File: config.mk
export PLATFORM = sky130hd
export DESIGN_NAME = multiplexed_servo_pulse_generator
export DESIGN_NICKNAME = d
export VERILOG_FILES = /design/src/design/mspg_pkg.sv /design/src/design/multiplexed_servo_pulse_generator.sv
export SDC_FILE = /design/constraint.sdc
export NUM_CORES = 1
export LEC_CHECK = 0
export ABC_AREA = 1
export BUFFER_PORTS_ARGS = -buffer_cell sky130_fd_sc_hd__buf_2
export CAP_MARGIN = 5
export CORE_ASPECT_RATIO = 1.5
export CORE_MARGIN = 5
export CORE_UTILIZATION = 54
export DETAILED_ROUTE_END_ITERATION = 16
export GPL_TIMING_DRIVEN = 1
export PLACE_DENSITY = 0.75
export SLEW_MARGIN = 20
export SYNTH_ARGS = -nofsm -noshare
export SYNTH_HDL_FRONTEND = slang
export SYNTH_SLANG_ARGS = --single-unit
File: constraint.sdc
create_clock -name aclk -period 4 [get_ports aclk]
set_input_delay 0.4 -clock aclk [delete_from_list [all_inputs] [get_ports aclk]]
set_output_delay 0.4 -clock aclk [all_outputs]
set_load 0.05 [all_outputs]
File: src/design/mspg_pkg.sv
// mspg_pkg: shared constants for the multiplexed servo pulse generator
// register indexes, reset values and field widths; no dependencies

package mspg_pkg;

    // parameter defaults
    localparam int NUM_SERVOS_DEF = 5;
    localparam int NUM_SLOTS_DEF  = 5;

    // fixed field widths
    localparam int TICK_W   = 16;
    localparam int SLOT_W   = 3;
    localparam int STATUS_W = 2;
    localparam int CFG_W    = 16;
    localparam int CFG_AW   = 2;

    // register indexes on the configuration port
    typedef enum logic [CFG_AW-1:0] {
        REG_SLOT_PERIOD  = 2'd0,
        REG_MIN_POSITION = 2'd1,
        REG_MAX_POSITION = 2'd2
    } cfg_reg_t;

    // set command status codes
    typedef enum logic [STATUS_W-1:0] {
        ST_OK        = 2'd0,
        ST_BAD_INDEX = 2'd1,
        ST_RANGE     = 2'd2
    } set_status_t;

    // item kind carried on tuser
    localparam logic CMD_TICK = 1'b0;
    localparam logic CMD_SET  = 1'b1;

    // reset values
    localparam logic [TICK_W-1:0] SLOT_PERIOD_RST  = 16'd64000;
    localparam logic [TICK_W-1:0] MIN_POSITION_RST = 16'd16800;
    localparam logic [TICK_W-1:0] MAX_POSITION_RST = 16'd31200;
    localparam logic [TICK_W-1:0] RESET_POSITION   = 16'd24000;
    localparam logic [TICK_W-1:0] IDLE_COMPARE     = 16'hFFFF;

endpackage

File: src/design/multiplexed_servo_pulse_generator.sv
// multiplexed_servo_pulse_generator: time-multiplexed RC servo pulse generator
// depends on mspg_pkg
//
// result: an accepted item's result is held in the output register from the cycle after it is accepted
// throughput: one item per cycle; s_tready drops only while a result waits on m_tready
// reset: synchronous active-low aresetn; counter and slot cleared, all positions
// at 1.5 ms, servo zero pin high, configuration registers at their reset values

module multiplexed_servo_pulse_generator
    import mspg_pkg::*;
#(
    parameter int NUM_SERVOS = NUM_SERVOS_DEF,
    parameter int NUM_SLOTS  = NUM_SLOTS_DEF
) (
    input  logic                  aclk,
    input  logic                  aresetn,
    // configuration write port
    input  logic                  cfg_wr_en,
    input  logic [CFG_AW-1:0]     cfg_addr,
    input  logic [CFG_W-1:0]      cfg_wr_data,
    // input items
    input  logic                  s_tvalid,
    output logic                  s_tready,
    input  logic [23:0]           s_tdata,   // servo_index[2:0], position_value[18:3], zero pad
    input  logic                  s_tuser,   // cmd
    // result items
    output logic                  m_tvalid,
    input  logic                  m_tready,
    output logic [((NUM_SERVOS+STATUS_W+7)/8)*8-1:0] m_tdata // pin_levels, set_status, zero pad
);

    localparam int OUT_W   = NUM_SERVOS + STATUS_W;
    localparam int OUT_TW  = ((OUT_W + 7) / 8) * 8;
    localparam int IDX_W   = (NUM_SERVOS > 1) ? $clog2(NUM_SERVOS) : 1;

    // configuration registers
    logic [TICK_W-1:0] slot_period_reg;
    logic [TICK_W-1:0] min_position_reg;
    logic [TICK_W-1:0] max_position_reg;

    // generator state
    logic [TICK_W-1:0]     tick_count_reg,    tick_count_next;
    logic [SLOT_W-1:0]     slot_index_reg,    slot_index_next;
    logic [TICK_W-1:0]     compare_value_reg, compare_value_next;
    logic [NUM_SERVOS-1:0] pin_state_reg,     pin_state_next;
    logic [TICK_W-1:0]     positions_reg [NUM_SERVOS];

    // output register
    logic              m_tvalid_reg;
    logic [OUT_TW-1:0] m_tdata_reg;

    // input fields
    logic              in_cmd;
    logic [SLOT_W-1:0] in_servo_index;
    logic [TICK_W-1:0] in_position;
    logic              accept;

    assign in_cmd         = s_tuser;
    assign in_servo_index = s_tdata[SLOT_W-1:0];
    assign in_position    = s_tdata[SLOT_W+TICK_W-1:SLOT_W];

    assign s_tready = !m_tvalid_reg || m_tready;
    assign accept   = s_tvalid && s_tready;
    assign m_tvalid = m_tvalid_reg;
    assign m_tdata  = m_tdata_reg;

    // tick step: counter, slot advance, compare latch, pin update
    logic [TICK_W:0]       tick_inc;
    logic [TICK_W-1:0]     period;
    logic                  wrap;
    logic [SLOT_W:0]       slot_inc;
    logic                  servo_slot;
    logic [NUM_SERVOS-1:0] slot_onehot;
    logic [NUM_SERVOS-1:0] pin_tick;
    logic [TICK_W-1:0]     cmp_tick;

    always_comb begin
        tick_inc = {1'b0, tick_count_reg} + 1'b1;
        period   = (slot_period_reg == '0) ? TICK_W'(1) : slot_period_reg;
        wrap     = (tick_inc >= {1'b0, period});
        slot_inc = {1'b0, slot_index_reg} + 1'b1;

        if (wrap) begin
            tick_count_next = '0;
            slot_index_next = (slot_inc >= (SLOT_W+1)'(NUM_SLOTS)) ? '0 : slot_inc[SLOT_W-1:0];
        end else begin
            tick_count_next = tick_inc[TICK_W-1:0];
            slot_index_next = slot_index_reg;
        end

        servo_slot = ({1'b0, slot_index_next} < (SLOT_W+1)'(NUM_SERVOS));
        for (int i = 0; i < NUM_SERVOS; i++) begin
            slot_onehot[i] = (slot_index_next == SLOT_W'(i));
        end

        pin_tick = pin_state_reg;
        cmp_tick = compare_value_reg;
        if (wrap) begin
            if (servo_slot) begin
                pin_tick = pin_tick | slot_onehot;
                cmp_tick = positions_reg[slot_index_next[IDX_W-1:0]];
            end else begin
                cmp_tick = IDLE_COMPARE;
            end
        end
        if (servo_slot && (tick_count_next == cmp_tick)) begin
            pin_tick = pin_tick & ~slot_onehot;
        end
        compare_value_next = cmp_tick;
        pin_state_next     = pin_tick;
    end

    // set command check
    set_status_t set_status;
    logic        set_write;

    always_comb begin
        set_write = 1'b0;
        priority if ({1'b0, in_servo_index} >= (SLOT_W+1)'(NUM_SERVOS)) begin
            set_status = ST_BAD_INDEX;
        end else if (in_position < min_position_reg || in_position > max_position_reg) begin
            set_status = ST_RANGE;
        end else begin
            set_status = ST_OK;
            set_write  = 1'b1;
        end
    end

    // configuration registers
    always_ff @(posedge aclk) begin
        if (!aresetn) begin
            slot_period_reg  <= SLOT_PERIOD_RST;
            min_position_reg <= MIN_POSITION_RST;
            max_position_reg <= MAX_POSITION_RST;
        end else if (cfg_wr_en) begin
            case (cfg_addr)
                REG_SLOT_PERIOD:  slot_period_reg  <= cfg_wr_data;
                REG_MIN_POSITION: min_position_reg <= cfg_wr_data;
                REG_MAX_POSITION: max_position_reg <= cfg_wr_data;
                default: ;
            endcase
        end
    end

    // generator state and stored positions
    always_ff @(posedge aclk) begin
        if (!aresetn) begin
            tick_count_reg    <= '0;
            slot_index_reg    <= '0;
            compare_value_reg <= RESET_POSITION;
            pin_state_reg     <= NUM_SERVOS'(1);
            for (int i = 0; i < NUM_SERVOS; i++) begin
                positions_reg[i] <= RESET_POSITION;
            end
        end else if (accept) begin
            if (in_cmd == CMD_TICK) begin
                tick_count_reg    <= tick_count_next;
                slot_index_reg    <= slot_index_next;
                compare_value_reg <= compare_value_next;
                pin_state_reg     <= pin_state_next;
            end else if (set_write) begin
                positions_reg[in_servo_index[IDX_W-1:0]] <= in_position;
            end
        end
    end

    // result register
    always_ff @(posedge aclk) begin
        if (!aresetn) begin
            m_tvalid_reg <= 1'b0;
        end else if (accept) begin
            m_tvalid_reg <= 1'b1;
        end else if (m_tready) begin
            m_tvalid_reg <= 1'b0;
        end
    end

    always_ff @(posedge aclk) begin
        if (accept) begin
            if (in_cmd == CMD_TICK) begin
                m_tdata_reg <= OUT_TW'({ST_OK, pin_state_next});
            end else begin
                m_tdata_reg <= OUT_TW'({set_status, pin_state_reg});
            end
        end
    end

endmodule
==> impl_summary.txt <==
----------------------------------------------------
[Outcome]
  Outcome ... finished with violations
  Failing checks ... setup timing

[STA]
  Max Clock Freq ... 0.220 GHz
  Final number of max-transition violations ... 0
  Normalized max-slew margin ... slightly above 50%
  Clock skew ... approximately 0.015 ns
  Final min period ... about 4.5 ns
  Final setup fails ... 11
  Final worst-path setup slack ... -0.548 ns
  Setup Total Neg Slack ... -4.75 ns
  Worst Max-Slew Pin Slew ... 0.739 ns
  Final cycle utilization of the critical path ... 114%
  Unrepaired setup endpoints after global routing ... true
  Number of hold violations in the final report ... 0

[Setup path]
  Nature of the critical path startpoint ... register
  Largest stage delay on the critical path ... 0.38 ns
  Worst setup path category ... reg2reg
  Arrival time of the worst setup path ... 4.73 ns
  Nature of the critical path endpoint ... register
  Required @ worst endpoint ... 4.19 ns
  Cell at the slowest stage of the critical path ... dfxtp_4
  Top fanout value on the critical path ... 7
  Cell repeated most along the worst path ... nand2_1

[Floorplan]
  # IOs ... 58
  Width of the die ... 118 um
  Overall die height ... approximately 170 um
  Core area ... 17200 um^2
  Overall die area ... 20200 um^2
  Row count ... 59
  Initial standard-cell utilization of the core ... 54.5%

[Route]
  Routed wirelength normalized by instance count ... 18.6 um
  Total via count after detailed routing ... about 9000
  Post-DR vias/cell ... around 5.7
  Router iterations before antenna repair ... 5
  Total detailed-routing wirelength ... roughly 30000 um
  Residual DRC ... 0
  Drt initial violations ... 785
  Number of antenna-violating nets in the routed design ... 0

[Synthesis]
  Share of the synthesized area in the top cell type ... 28.2%
  Avg Synthesized Cell Area ... 8.00 um^2
  Proportion of synthesized chip area in sequential cells ... 47.2%
  Synth warn ... 0
  Post-Synthesis Cells ... 1173
  Fraction of synthesis flops using an asynchronous set or reset pin ... 0%
  Cell area after synthesis ... 9380 um^2
  Cell taking the most area after synthesis ... edfxtp_1
  Synth area leaders ... edfxtp_1, dfxtp_1, nand2_1, ha_1, inv_1
  Total of flip-flops plus latches after synthesis ... 177
  Top flip-flop cell by instance count after synthesis ... dfxtp_1
  Distinct cells, synth ... 48
  Post-synth EDFFs ... between 80 and 90

[Global routing]
  Initial antenna violation count ... 0
  Global routing usage summed across all routing layers ... between 20% and 30%
  Pin count of the biggest net entering global routing ... 77
  First-pass GRT wire length ... 43400 um
  Via count of the first global-routing pass ... around 8600
  Global route overflow ... 0

[Cells and area]
  Final core utilization ... 69.8%
  Number of flip-flops under the largest register name ... 81
  Final layout net count ... about 1400
  Layout cell share with drive strength beyond 1 ... between 20% and 30%
  P&R area growth vs syn ... 28.1%
  Count of antenna diodes in the layout ... 0

[Clocking]
  Clock transition at the registers of the reported paths ... 0.07 ns
  Clock sink count ... 177
  Clock tree from TritonCTS ... done
  Clock latency on the worst-skew pair ... 0.44 ns
  H-tree depth ... 4
  Maximum clock path buffer count ... 2
  Clock root buffer ... clkbuf_16
  Hold-fix buffer count after cts ... 0
  TritonCTS buffer count ... 17

[Pwr]
  Leakage ... 5.65 nW
  Pwr/cell area ... 368 nW/um^2
  Largest voltage drop on the vdd net ... slightly above 0.0004 V

[Place]
  Buffers on Ports ... 51
  DP Wirelength ... 19800 um
  Global placer's final weighted congestion ... 0.997
  Pre-CTS worst setup slack ... -0.529 ns

[Worst hold path]
  Path category of the worst min-delay check ... in2reg

[Run]
  Count of max-cap constraint violations ... 0

----------------------------------------------------
==> timing repair <==
item / 4_1_cts / 5_1_grt
pin swaps: 36 / 46
cloned: 2 / 0
gates resized for setup: 65 / 60
setup endpoints to repair: 15 / 18
setup buffers: 21 / 13
==> cells in the mapped netlist (all sizes together) (2+ instances only) <==
library cell  instances
nand3b                5
xnor2                 4
o21bai                4
nor2                125
a211o                 3
nor3                  6
edfxtp               88
nand3                72
o21ai                83
inv                 158
a21oi                87
dfxtp                89
o211ai               24
nand4                 9
a21boi                2
nor4                  2
a21o                  3
clkinv                2
buf                  13
nand2               295
ha                   50
xor2                  9
clkbuf               30
==> critical path, delay by kind of cell (launching register included) <==
kind            cells  cell delay [ns]
compound gates      3             0.44
buf+inv             6             0.76
fa+ha+maj           1             0.29
simple gates       20             2.19
xor+xnor            1             0.18
flops               1             0.38
==> through the flow <==
| stage | cell area (um^2) | hold slack [ns] | total power (W) | instances |
|---|---|---|---|---|
| after global placement | 10600 | 0.444 | 0.00270 | 1505 |
| after CTS | 11600 | 0.218 | 0.00436 | 1559 |
| final | 12000 | 0.231 | 0.00442 | 1571 |
| after floorplan | 9380 | 0.429 | 0.00245 | 1174 |
| after global routing | 12000 | 0.222 | 0.00457 | 1571 |
| after detailed placement | 10600 | 0.453 | 0.00272 | 1505 |
==> path summary, 6_finish.rpt <==
check,end,slack (ns),from,depth (start not counted)
hold / removal,min_position_reg[5],0.23,cfg_wr_data[5],3
setup / recovery,m_tdata[4],-0.55,tick_count_reg[1],31
hold reg to reg,min_position_reg[4],0.46,min_position_reg[4],2
setup reg to reg,m_tdata[4],-0.55,tick_count_reg[1],31
==> kinds of logic after synthesis <==
family,count (synthesis),synth area share (%)
buffers and inverters,203,8.52
and+or+nand+nor,516,23.7
AOI/OAI and AO/OA,213,12.7
DFF,177,47.2
other,1,0.0400
adders and majority gates,50,6.67
xor gates and xnor gates,13,1.21
==> power by group <==
| part | switching (W) | internal, W | leakage [nW] |
|---|---|---|---|
| registers | 0.0000410 | 0.00198 | 1.53 |
| clock network | 0.000748 | 0.000871 | 0.272 |
| logic | 0.000481 | 0.000297 | 3.84 |
==> layout make-up <==
cell class              count  area (um^2)
fillers                  1281         5190
repair buffers            194         1510
well taps                 213          267
inverters                 160          606
clock buffers              19          433
multi-input cells         795         4640
flip-flops and latches    177         4430
clock inverters            13          125
==> layout by cell type, fill, tap and decap left out, drive strengths merged, types with 2 or more instances in the layout <==
cell,netlist,routed
a211o,3,3
a21boi,2,2
a21o,3,3
a21oi,87,87
buf,13,193
clkbuf,30,19
clkinv,2,6
conb,1,2
dfxtp,89,89
edfxtp,88,88
ha,50,50
inv,158,165
nand2,295,295
nand3,72,73
nand3b,5,5
nand4,9,9
nor2,125,125
nor3,6,6
nor4,2,2
o211ai,24,24
o21ai,83,83
o21bai,4,4
xnor2,4,4
xor2,9,9
==> per-layer routing <==
layer	share of wire (%)	track usage (%)	vias to the layer above
li1	-	-	4197
met4	6.7	16.1	0
met1	36	30.3	4214
met3	6.9	5.36	125
met2	50	48.3	451
met5	0	0	-
(Power assumes the default switching activity.)
